$ cat config.mk
export PLATFORM = sky130hd
export DESIGN_NAME = nmea_gga_time_position_parser_top
export DESIGN_NICKNAME = d
export VERILOG_FILES = /design/src/rtl/core/ngga_pkg.sv /design/src/rtl/core/ngga_char_tracker.sv /design/src/rtl/core/nmea_gga_time_position_parser_top.sv
export SDC_FILE = /design/constraint.sdc
export NUM_CORES = 2
export LEC_CHECK = 0
export BUFFER_PORTS_ARGS = -buffer_cell sky130_fd_sc_hd__buf_2
export CORE_MARGIN = 2
export CORE_UTILIZATION = 50
export DETAILED_ROUTE_END_ITERATION = 16
export PLACE_DENSITY = 0.66
export SYNTH_ARGS = -nofsm -noshare
export SYNTH_HDL_FRONTEND = slang
export SYNTH_SLANG_ARGS = --single-unit
$ cat constraint.sdc
create_clock -name clk -period 9.6 [get_ports clk]
set_input_delay 0 -clock clk [delete_from_list [all_inputs] [get_ports clk]]
set_output_delay 0 -clock clk [all_outputs]
set_load 0.05 [all_outputs]
$ cat src/rtl/core/ngga_pkg.sv
// ----------------------------------------------------------------------------
// ngga_pkg
// Shared types, character codes and helpers for the GGA time/position parser.
// ----------------------------------------------------------------------------
`default_nettype none

package ngga_pkg;

  // Character codes
  localparam logic [7:0] CHAR_COMMA = 8'h2C;
  localparam logic [7:0] CHAR_STAR  = 8'h2A;
  localparam logic [7:0] CHAR_ZERO  = 8'h30;
  localparam logic [7:0] CHAR_NINE  = 8'h39;
  localparam logic [7:0] CHAR_SOUTH = 8'h53;
  localparam logic [7:0] CHAR_WEST  = 8'h57;

  // Field numbers within the sentence
  localparam logic [3:0] FLD_TIME = 4'd1;
  localparam logic [3:0] FLD_LAT  = 4'd2;
  localparam logic [3:0] FLD_NS   = 4'd3;
  localparam logic [3:0] FLD_LON  = 4'd4;
  localparam logic [3:0] FLD_EW   = 4'd5;

  // Minimum field count and lengths for a valid decode
  localparam logic [3:0] POS_MIN_FIELDS = 4'd5;
  localparam logic [3:0] TIME_MIN_LEN   = 4'd6;
  localparam logic [3:0] LAT_MIN_LEN    = 4'd4;
  localparam logic [3:0] LON_MIN_LEN    = 4'd5;

  // Digit subfield slots
  localparam int SLOT_HH      = 0;
  localparam int SLOT_MM      = 1;
  localparam int SLOT_SS      = 2;
  localparam int SLOT_TFRAC   = 3;
  localparam int SLOT_LAT_DEG = 4;
  localparam int SLOT_LAT_MIN = 5;
  localparam int SLOT_LAT_FRC = 6;
  localparam int SLOT_LON_DEG = 7;
  localparam int SLOT_LON_MIN = 8;
  localparam int SLOT_LON_FRC = 9;
  localparam int SLOT_COUNT   = 10;

  // Sentence state gathered character by character
  typedef struct packed {
    logic [3:0]  field_index;
    logic [3:0]  time_len;
    logic [6:0]  hh;
    logic [6:0]  mm;
    logic [6:0]  ss;
    logic [9:0]  tfrac;
    logic [3:0]  lat_len;
    logic [6:0]  lat_deg;
    logic [6:0]  lat_min;
    logic [13:0] lat_frac;
    logic [3:0]  lon_len;
    logic [9:0]  lon_deg;
    logic [6:0]  lon_min;
    logic [13:0] lon_frac;
    logic        hem_south;
    logic        hem_west;
  } sentence_t;

  // Partial products between snapshot and result
  typedef struct packed {
    logic        utc_ok;
    logic [12:0] hm;
    logic [16:0] ss_ms;
    logic [9:0]  tfrac;
    logic        lat_ok;
    logic        lat_neg;
    logic [12:0] lat_dm;
    logic [13:0] lat_frac;
    logic        lon_ok;
    logic        lon_neg;
    logic [15:0] lon_dm;
    logic [13:0] lon_frac;
  } partial_t;

  // Saturating 4-bit increment
  function automatic logic [3:0] sat_inc(input logic [3:0] v);
    sat_inc = (v == 4'd15) ? 4'd15 : v + 4'd1;
  endfunction

  // Append one decimal digit: v*10 + d
  function automatic logic [13:0] acc_digit(input logic [13:0] v, input logic [3:0] d);
    acc_digit = (v << 3) + (v << 1) + {10'd0, d};
  endfunction

endpackage

`default_nettype wire

$ cat src/rtl/core/ngga_char_tracker.sv
// ----------------------------------------------------------------------------
// ngga_char_tracker
// Per-character field tracking and digit accumulation; shows the sentence
// state including the current character and clears on the last one.
// ----------------------------------------------------------------------------
`default_nettype none

module ngga_char_tracker import ngga_pkg::*; (
  input  logic       clk,
  input  logic       rst,
  input  logic       take,
  input  logic [7:0] char_code,
  input  logic       last,
  output sentence_t  snap
);

  sentence_t             sent, sent_next;
  logic [3:0]            field_length, field_length_next;
  logic [SLOT_COUNT-1:0] stopped, stopped_next;
  logic                  content_ended, content_ended_next;

  logic                  is_digit;
  logic [3:0]            digit;
  logic [3:0]            pos;
  logic [SLOT_COUNT-1:0] hit;
  logic [SLOT_COUNT-1:0] grab;

  // Decode the character against the current field and position
  always_comb begin
    sent_next          = sent;
    field_length_next  = field_length;
    content_ended_next = content_ended;
    hit                = '0;
    is_digit           = (char_code >= CHAR_ZERO) && (char_code <= CHAR_NINE);
    digit              = char_code[3:0];
    pos                = field_length;
    if (!content_ended) begin
      if (char_code == CHAR_STAR) begin
        content_ended_next = 1'b1;
      end else if (char_code == CHAR_COMMA) begin
        sent_next.field_index = sat_inc(sent.field_index);
        field_length_next     = '0;
      end else begin
        case (sent.field_index)
          FLD_TIME: begin
            sent_next.time_len = sat_inc(sent.time_len);
            if (pos < 4'd2) hit[SLOT_HH] = 1'b1;
            else if (pos < 4'd4) hit[SLOT_MM] = 1'b1;
            else if (pos < 4'd6) hit[SLOT_SS] = 1'b1;
            else if (pos >= 4'd7 && pos <= 4'd9) hit[SLOT_TFRAC] = 1'b1;
          end
          FLD_LAT: begin
            sent_next.lat_len = sat_inc(sent.lat_len);
            if (pos < 4'd2) hit[SLOT_LAT_DEG] = 1'b1;
            else if (pos < 4'd4) hit[SLOT_LAT_MIN] = 1'b1;
            else if (pos >= 4'd5 && pos <= 4'd8) hit[SLOT_LAT_FRC] = 1'b1;
          end
          FLD_NS: begin
            if (pos == 4'd0) sent_next.hem_south = (char_code == CHAR_SOUTH);
          end
          FLD_LON: begin
            sent_next.lon_len = sat_inc(sent.lon_len);
            if (pos < 4'd3) hit[SLOT_LON_DEG] = 1'b1;
            else if (pos < 4'd5) hit[SLOT_LON_MIN] = 1'b1;
            else if (pos >= 4'd6 && pos <= 4'd9) hit[SLOT_LON_FRC] = 1'b1;
          end
          FLD_EW: begin
            if (pos == 4'd0) sent_next.hem_west = (char_code == CHAR_WEST);
          end
          default: begin
          end
        endcase
        field_length_next = sat_inc(field_length);
      end
    end

    // A non-digit stops its subfield for good
    grab         = hit & ~stopped & {SLOT_COUNT{is_digit}};
    stopped_next = stopped | (hit & ~stopped & {SLOT_COUNT{~is_digit}});

    if (grab[SLOT_HH])      sent_next.hh       = 7'(acc_digit(14'(sent.hh), digit));
    if (grab[SLOT_MM])      sent_next.mm       = 7'(acc_digit(14'(sent.mm), digit));
    if (grab[SLOT_SS])      sent_next.ss       = 7'(acc_digit(14'(sent.ss), digit));
    if (grab[SLOT_TFRAC])   sent_next.tfrac    = 10'(acc_digit(14'(sent.tfrac), digit));
    if (grab[SLOT_LAT_DEG]) sent_next.lat_deg  = 7'(acc_digit(14'(sent.lat_deg), digit));
    if (grab[SLOT_LAT_MIN]) sent_next.lat_min  = 7'(acc_digit(14'(sent.lat_min), digit));
    if (grab[SLOT_LAT_FRC]) sent_next.lat_frac = acc_digit(sent.lat_frac, digit);
    if (grab[SLOT_LON_DEG]) sent_next.lon_deg  = 10'(acc_digit(14'(sent.lon_deg), digit));
    if (grab[SLOT_LON_MIN]) sent_next.lon_min  = 7'(acc_digit(14'(sent.lon_min), digit));
    if (grab[SLOT_LON_FRC]) sent_next.lon_frac = acc_digit(sent.lon_frac, digit);
  end

  assign snap = sent_next;

  // Advance on each transaction; clear after the last character
  always_ff @(posedge clk) begin
    if (rst || (take && last)) begin
      sent          <= '0;
      field_length  <= '0;
      stopped       <= '0;
      content_ended <= 1'b0;
    end else if (take) begin
      sent          <= sent_next;
      field_length  <= field_length_next;
      stopped       <= stopped_next;
      content_ended <= content_ended_next;
    end
  end

endmodule

`default_nettype wire

$ cat src/rtl/core/nmea_gga_time_position_parser_top.sv
// ----------------------------------------------------------------------------
// nmea_gga_time_position_parser_top
// GGA sentence parser: UTC time and latitude/longitude from a character stream.
// ----------------------------------------------------------------------------
// Usage:
//   Input channel (in_valid/in_ready) carries one sentence-body character per
//   transaction in char_code, with last marking the final character. Fields
//   are comma separated; '*' ends content. Output channel (out_valid/
//   out_ready) carries one result per sentence: UTC milliseconds and latitude
//   and longitude in signed ten-thousandths of a minute, each with a valid
//   flag and zero when not valid.
//   Throughput: one character per cycle while in_ready is high, set by the
//   character tracker. After the last character is accepted, the result passes
//   through the snapshot, partial-product and result registers.
//   Reset clears all sentence state and empties the result pipeline.
//   When the receiver stalls, results are held in a three-deep register
//   chain; in_ready drops only when the snapshot stage is full and cannot
//   move, so characters keep flowing while fewer than three results wait.
// ----------------------------------------------------------------------------
`default_nettype none

module nmea_gga_time_position_parser_top import ngga_pkg::*; (
  input  logic               clk,
  input  logic               rst,
  input  logic               in_valid,
  output logic               in_ready,
  input  logic [7:0]         char_code,
  input  logic               last,
  output logic               out_valid,
  input  logic               out_ready,
  output logic               utc_valid,
  output logic [28:0]        utc_millis,
  output logic               lat_valid,
  output logic signed [26:0] lat_min_e4,
  output logic               lon_valid,
  output logic signed [30:0] lon_min_e4
);

  logic      accept;
  sentence_t snap;
  sentence_t s1;
  logic      s1_valid;
  partial_t  s2, s2_next;
  logic      s2_valid;
  logic      s2_load;
  logic      out_load;

  logic [28:0] ms_sum;
  logic [26:0] lat_mag;
  logic [30:0] lon_mag;

  // Pipeline flow control
  assign out_load = s2_valid && (!out_valid || out_ready);
  assign s2_load  = s1_valid && (!s2_valid || out_load);
  assign in_ready = !s1_valid || s2_load;
  assign accept   = in_valid && in_ready;

  ngga_char_tracker u_tracker (
    .clk       (clk),
    .rst       (rst),
    .take      (accept),
    .char_code (char_code),
    .last      (last),
    .snap      (snap)
  );

  // Snapshot the finished sentence
  always_ff @(posedge clk) begin
    if (rst) begin
      s1_valid <= 1'b0;
    end else if (accept && last) begin
      s1_valid <= 1'b1;
    end else if (s2_load) begin
      s1_valid <= 1'b0;
    end
  end

  always_ff @(posedge clk) begin
    if (accept && last) begin
      s1 <= snap;
    end
  end

  // Form validity, minute sums and padded fractions
  always_comb begin
    s2_next.utc_ok  = (s1.field_index >= FLD_TIME) && (s1.time_len >= TIME_MIN_LEN);
    s2_next.lat_ok  = (s1.field_index >= POS_MIN_FIELDS) && (s1.lat_len >= LAT_MIN_LEN);
    s2_next.lon_ok  = (s1.field_index >= POS_MIN_FIELDS) && (s1.lon_len >= LON_MIN_LEN);
    s2_next.lat_neg = s2_next.lat_ok && s1.hem_south;
    s2_next.lon_neg = s2_next.lon_ok && s1.hem_west;
    s2_next.hm      = 13'(13'(s1.hh) * 13'd60 + 13'(s1.mm));
    s2_next.ss_ms   = 17'(17'(s1.ss) * 17'd1000);
    s2_next.lat_dm  = 13'(13'(s1.lat_deg) * 13'd60 + 13'(s1.lat_min));
    s2_next.lon_dm  = 16'(16'(s1.lon_deg) * 16'd60 + 16'(s1.lon_min));

    // Right-pad the fractions by the field length
    if (s1.time_len == 4'd8)      s2_next.tfrac = 10'(s1.tfrac * 10'd100);
    else if (s1.time_len == 4'd9) s2_next.tfrac = 10'(s1.tfrac * 10'd10);
    else if (s1.time_len >= 4'd10) s2_next.tfrac = s1.tfrac;
    else                          s2_next.tfrac = '0;

    if (s1.lat_len == 4'd6)       s2_next.lat_frac = 14'(s1.lat_frac * 14'd1000);
    else if (s1.lat_len == 4'd7)  s2_next.lat_frac = 14'(s1.lat_frac * 14'd100);
    else if (s1.lat_len == 4'd8)  s2_next.lat_frac = 14'(s1.lat_frac * 14'd10);
    else if (s1.lat_len >= 4'd9)  s2_next.lat_frac = s1.lat_frac;
    else                          s2_next.lat_frac = '0;

    if (s1.lon_len == 4'd7)       s2_next.lon_frac = 14'(s1.lon_frac * 14'd1000);
    else if (s1.lon_len == 4'd8)  s2_next.lon_frac = 14'(s1.lon_frac * 14'd100);
    else if (s1.lon_len == 4'd9)  s2_next.lon_frac = 14'(s1.lon_frac * 14'd10);
    else if (s1.lon_len >= 4'd10) s2_next.lon_frac = s1.lon_frac;
    else                          s2_next.lon_frac = '0;
  end

  always_ff @(posedge clk) begin
    if (rst) begin
      s2_valid <= 1'b0;
    end else if (s2_load) begin
      s2_valid <= 1'b1;
    end else if (out_load) begin
      s2_valid <= 1'b0;
    end
  end

  always_ff @(posedge clk) begin
    if (s2_load) begin
      s2 <= s2_next;
    end
  end

  // Scale to final units and apply hemisphere sign
  assign ms_sum  = 29'(29'(s2.hm) * 29'd60000) + 29'(s2.ss_ms) + 29'(s2.tfrac);
  assign lat_mag = 27'(27'(s2.lat_dm) * 27'd10000) + 27'(s2.lat_frac);
  assign lon_mag = 31'(31'(s2.lon_dm) * 31'd10000) + 31'(s2.lon_frac);

  always_ff @(posedge clk) begin
    if (rst) begin
      out_valid <= 1'b0;
    end else if (out_load) begin
      out_valid <= 1'b1;
    end else if (out_ready) begin
      out_valid <= 1'b0;
    end
  end

  always_ff @(posedge clk) begin
    if (out_load) begin
      utc_valid  <= s2.utc_ok;
      utc_millis <= s2.utc_ok ? ms_sum : '0;
      lat_valid  <= s2.lat_ok;
      lat_min_e4 <= !s2.lat_ok ? '0 :
                    s2.lat_neg ? $signed(~lat_mag + 27'd1) : $signed(lat_mag);
      lon_valid  <= s2.lon_ok;
      lon_min_e4 <= !s2.lon_ok ? '0 :
                    s2.lon_neg ? $signed(~lon_mag + 31'd1) : $signed(lon_mag);
    end
  end

  // Checks
  a_last_fills_snapshot: assert property (@(posedge clk) disable iff (rst)
    in_valid && in_ready && last |=> s1_valid)
    else $error("last character did not fill the snapshot stage");

  a_stall_only_when_full: assert property (@(posedge clk) disable iff (rst)
    !in_ready |-> s1_valid && s2_valid && out_valid && !out_ready)
    else $error("input stalled while the pipeline had room");

  a_invalid_time_is_zero: assert property (@(posedge clk) disable iff (rst)
    out_valid && !utc_valid |-> utc_millis == '0)
    else $error("time value nonzero without a valid time");

  a_invalid_pos_is_zero: assert property (@(posedge clk) disable iff (rst)
    out_valid && !lat_valid && !lon_valid |-> lat_min_e4 == '0 && lon_min_e4 == '0)
    else $error("position value nonzero without a valid position");

endmodule

`default_nettype wire
# Yosys cells after proc, flatten, opt, wreduce, memory -nomap -nowiden
# Cells that the tools add are included.
[op_classes]
addsub = 34
n_mul = 15
magnitude_cmp = 20
eq_ne = 22
n_mux = 78
bitwise_logic = 13
reduce_logical = 30
[ops]
columns = ["op", "count"]
rows = [
  ["$mux W14", 10],
  ["$mux W10", 8],
  ["$mux W4", 18],
  ["$add A7 B4 Y7", 6],
  ["$add A7 B7 Y7", 6],
  ["$mux W7", 6],
  ["$eq A4 B4 Y1 const B", 10],
  ["$add A30 B14 Y31", 1],
  ["$add A31 B1 Y31 const B", 1],
  ["$mux W31", 1],
  ["$not A31 Y31", 1],
  ["$and A10 B10 Y10", 3],
  ["$add A29 B10 Y29", 1],
  ["$add A29 B17 Y29", 1],
  ["$add A14 B14 Y14", 2],
  ["$add A14 B4 Y14", 2],
  ["$ge A4 B3 Y1 const B", 7],
  ["$mul A14 B3 Y13 const B", 2],
  ["$mul A14 B5 Y12 const B", 2],
  ["$mul A14 B7 Y11 const B", 2],
  ["$add A27 B1 Y27 const B", 1],
  ["$add A27 B14 Y27", 1],
  ["$mux W27", 1],
  ["$not A27 Y27", 1],
  ["41 further kinds", 118],
]
[word_totals]
register_bits = 423
in_bits = 13
output_inout_bits = 92
word_cells = 276

# Logic depth before layout (Yosys ltp)
[logic_depth]
word_depth = 13
depth_mapped = 25
mapped_depth_nobuf = 23

# Modules after synthesis
# A second synthesis with hierarchy kept.
[unflattened]
cells_unflattened = 4045
hier_area_um2 = 40761.6
[by_module_without_submodules]
columns = ["mod", "n_inst", "cells_per_inst", "area_each_um2", "seq_area_each_um2"]
rows = [
  ["nmea_gga_time_position_parser_top", 1, 2942, 30850.8, 8978.6],
  ["ngga_char_tracker", 1, 1103, 9910.8, 2462.4],
]

# Worst setup path before layout
# Ideal clock, no wire load.
[synth_timing]
path_type = "register -> register"
startpoint = "register out_valid"
endpoint = "register s2[0] (netlist name), enable pin"
setup_time_ns = 0.708
arrival_time_ns = 7.894
required_time_ns = 8.892
path_slack_ns = 0.998
stages_incl_launch_ff = 3
n_path_buf = 0
synth_period_minus_slack_ns = 8.602
path_cell_list = "dfxtp_1 > nor2b_1 > a21boi_0"
[synth_between]
elab_chain_len = 5
[synth_rtl]
columns = ["element", "line", "rtl"]
rows = [
  ["from (decl)", "nmea_gga_time_position_parser_top.sv:29", "output logic out_valid,"],
  ["from (signal assigned)", "nmea_gga_time_position_parser_top.sv:138", "out_valid <= 1'b0;"],
  ["from (signal assigned)", "nmea_gga_time_position_parser_top.sv:140", "out_valid <= 1'b1;"],
  ["from (signal assigned)", "nmea_gga_time_position_parser_top.sv:142", "out_valid <= 1'b0;"],
  ["$logic_not A1 Y1", "nmea_gga_time_position_parser_top.sv:53", "assign out_load = s2_valid && (!out_valid || out_ready);"],
  ["$logic_or A1 B1 Y1", "nmea_gga_time_position_parser_top.sv:53", ""],
  ["$logic_and A1 B1 Y1", "nmea_gga_time_position_parser_top.sv:53", ""],
  ["$logic_or A1 B1 Y1", "nmea_gga_time_position_parser_top.sv:54", "assign s2_load = s1_valid && (!s2_valid || out_load);"],
  ["$logic_and A1 B1 Y1", "nmea_gga_time_position_parser_top.sv:54", ""],
  ["named net s2_load", "nmea_gga_time_position_parser_top.sv:45", "logic s2_load;"],
  ["to (signal assigned)", "nmea_gga_time_position_parser_top.sv:127", "s2 <= s2_next;"],
  ["to (decl)", "nmea_gga_time_position_parser_top.sv:43", "partial_t s2, s2_next;"],
]
# The timed path passes the listed nets, and every way through them passes these cells.
# A chain may end at the register's enable or synchronous reset.

# Worst setup path in the final report
[layout_timing]
startpoint = "register s2[18] (netlist name)"
endpoint = "register lon_min_e4[28], data pin"
[layout_between]
elab_chain_len = 5
[layout_rtl]
columns = ["element", "line", "rtl"]
rows = [
  ["$mul A16 B10 Y26 *", "nmea_gga_time_position_parser_top.sv:134", "assign lon_mag = 31'(31'(s2.lon_dm) * 31'd10000) + 31'(s2.lon_frac);"],
  ["$add A30 B14 Y31 *", "nmea_gga_time_position_parser_top.sv:134", ""],
  ["$not A31 Y31", "nmea_gga_time_position_parser_top.sv:155", "s2.lon_neg ? $signed(~lon_mag + 31'd1) : $signed(lon_mag);"],
  ["$add A31 B1 Y31", "nmea_gga_time_position_parser_top.sv:155", ""],
  ["$mux W31 *", "nmea_gga_time_position_parser_top.sv:155", ""],
  ["to (signal assigned)", "nmea_gga_time_position_parser_top.sv:154", "lon_min_e4 <= !s2.lon_ok ? '0 :"],
  ["to (decl)", "nmea_gga_time_position_parser_top.sv:36", "output logic signed [30:0] lon_min_e4"],
]
# Every way passes the cells marked *; elsewhere a longest branch is shown, timed or not.

==> flow_summary.toml <==
[synth]
synth_seq_area_share = 0.290
synth_edf_count = 297
syn_area_per_cell_um2 = 9.89
synth.distinct_cells = 95
ys_warn_count = 0
synthArstFlopShare = 0
synth_cells = 3994
netlist_area_um2 = 39500
syn_nets = 4858
synth_flop_cell = "edfxtp_1"
synth.ff_latch_count = 423

[critical_path]
critPathKind = "flip-flop to flip-flop"
endpoint_kind = "flip-flop"
timing.rr.start = "s2[18]"
critPathLaunchType = "flip-flop"
crit_arrival_ns = 6.87
crit_fanout = 7
cp.required_ns = 9.96
critPathLaunch = "s2[18]"

[drt]
wirelength_um = 78800
firstDrtPassIters = 6
vias = 27600
ant_nets = 0
routedWlPerCell_um = 15.2
drtIter0Drc = 1439
drc = 0
vias_per_cell = 5.35

[power]
leakage_uw = 0.0195
max-vdd-ir-drop_v = 0.000382
p_per_area_nw_per_um2 = 314

[cells_and_area]
drive_gt1_frac = 0.0736
final_nets = 4938
area_delta_synth_final_pct = 9.02
n_antenna_cell = 0

[grt]
grt_pass1_wl_um = 133000
grt_usage = 0.196
grt_antenna_before_repair = 1
grt_max_degree = 74
grt_pass1_vias = 26900
gr-total-overflow = 0

[sta]
max_freq_ghz = 0.154
period_share = 0.679
rsz0062_at_grt = "no"
finalSetupTns_ns = 0
setup_viol = 0
skew_ns = 0.0461
whs_ns = 0.0617
slew_headroom = 0.322
slew_violations = 0
fin_crit_ns = 6.51
final_hold_viol_count = 0
worst_slew_pin_slew_ns = 1.02

[floorplanning]
rows = 103
initial_utilization = 0.502
dieArea_um2 = 81200
core_um2 = 78600
die_x_um = 285
ioPinCount = 105
die-height_um = 285

[clocking]
clock-root-buffer = "clkbuf_16"
cts.path.max_buffers = 3
numCtsBuffers = 51
cts_htree_levels = 2
clock-sinks = 423
clkLatencyLatePin_ns = 0.64
cts_resized = 0
path_clk_slew_ns = 0.06
cts_tree = "built"

[place]
numPortBuffers = 104
dpl.hpwl_um = 60800
gp_congestion = 0.860

[run]
drv_cap = 0

[outcome]
status = "completed"

[hold_path]
hp-class = "primary input to flip-flop"
hold_path.startpoint = "char_code[0]"
## worst max-delay path, stage by stage (launching register included)
cell and delay (ns):
edfxtp_1 0.38, inv_1 0.11, fa_1 0.55, inv_1 0.04, ha_1 0.26, inv_1 0.05, fa_1 0.52, inv_1 0.04
ha_1 0.26, inv_1 0.05, fa_1 0.49, inv_1 0.04, ha_1 0.36, a21o_1 0.24, or3_1 0.35, o21ai_4 0.27
mux2i_1 0.31, nand4_2 0.20, xor2_1 0.21, or3b_1 0.39, a2111o_1 0.48, o41ai_2 0.39, xnor2_1 0.10, and2_1 0.16
## synth_stat cells (8+ instances only)
master | count | area, um2
nor4_1 | 18 | 113
inv_1 | 508 | 1910
nand2b_1 | 18 | 113
o21a_1 | 24 | 180
and3_1 | 28 | 175
and2_1 | 48 | 300
nand4_1 | 22 | 138
a211oi_1 | 17 | 128
o21ai_0 | 114 | 571
xnor2_1 | 248 | 2170
o31ai_1 | 18 | 135
o211ai_1 | 14 | 105
o21ai_1 | 14 | 70.1
clkbuf_1 | 85 | 319
nor3_1 | 112 | 561
a21o_1 | 73 | 548
nand3_1 | 65 | 325
or3_1 | 18 | 113
nor2_1 | 319 | 1200
fa_1 | 250 | 5000
a222oi_1 | 14 | 140
xor2_1 | 99 | 867
a21oi_1 | 254 | 1270
nor2b_1 | 28 | 175
edfxtp_1 | 297 | 8920
a31oi_1 | 28 | 175
nand2_1 | 216 | 811
o41ai_1 | 8 | 70.1
mux2i_1 | 19 | 190
mux2_2 | 59 | 664
ha_1 | 601 | 7520
o21bai_1 | 58 | 435
dfxtp_1 | 126 | 2520
## layout by cell type, fill, tap and decap left out, types with 28 or more instances in the layout
master,instances
ha_1,601
inv_1,507
nor2_1,319
edfxtp_1,297
a21oi_1,254
fa_1,250
xnor2_1,248
nand2_1,215
dfxtp_1,126
o21ai_0,114
nor3_1,112
buf_2,104
xor2_1,99
a21o_1,73
nand3_1,65
mux2_2,59
o21bai_1,58
clkbuf_16,52
and2_1,47
and3_1,28
a31oi_1,28
## path summary, 6_finish.rpt
kind	endpoint	slack [ns]	cells past startpoint
min reg2reg	s2[89]	0.43	0
min	s1[69]	0.06	2
max reg2reg	lon_min_e4[28]	3.09	23
max	lon_min_e4[28]	3.09	23
## metrics by stage
stage	area [um2]	std cells	worst slack [ns]	utilization	total power (uW)
global route	43000	5166	2.75	0.548	14900
detailed placement	41100	5062	3.08	0.522	11400
floorplan	39500	3994	0.998	-	9880
finish	43000	5166	3.09	0.548	13500
CTS	43000	5166	3.05	0.548	13600
global placement	41100	5062	3.17	0.522	11300
## layout make-up
cell class                 count  area, um2
sequential                   423      11400
timing repair buffer         125        701
clock buffer                  61       1420
fill                        6939      35600
inverter                     509       1910
tap                         1050       1310
clock inverter                34        475
multi-input combinational   2964      25800
## routing by layer
metal,track usage,vias up,wire length [um]
li1,-,14000,-
met1,0.281,13100,39100
met2,0.319,374,35400
met3,0.0193,85,2660
met4,0.0483,0,1540
met5,0,-,0
## where the power goes
part	internal (uW)	switching, uW
combinational	3700	5350
sequential	2240	106
clock	1280	841
## cell families (layout without fill, tap and decap cells)
| logic type | count (synthesis) | in the layout | synth area share |
|---|---|---|---|
| AND/OR/NAND/NOR | 947 | 947 | 0.113 |
| multiplexers | 78 | 78 | 0.0216 |
| buffers and inverters | 607 | 729 | 0.0582 |
| adder cells (fa/ha/maj) | 851 | 851 | 0.317 |
| XOR/XNOR | 351 | 351 | 0.0789 |
| AO/OA/AOI/OAI | 737 | 737 | 0.121 |
| flip-flops | 423 | 423 | 0.290 |
## state kept, by name, indices dropped and copies added, names as in the netlist
name	cells
u_tracker.stopped	10
out_valid	1
lat_valid	1
lat_min_e4	27
u_tracker.content_ended	1
u_tracker.sent	108
s2	99
s2_valid	1
s1_valid	1
lon_valid	1
s1	108
utc_valid	1
lon_min_e4	31
u_tracker.field_length	4
utc_millis	29
## repair_timing
item,4_1_cts,5_1_grt
buffers inserted,0,0
hold buffers,9,0
endpoints found under the hold margin,49,0
Note: power is estimated with default switching activity, not from simulation.
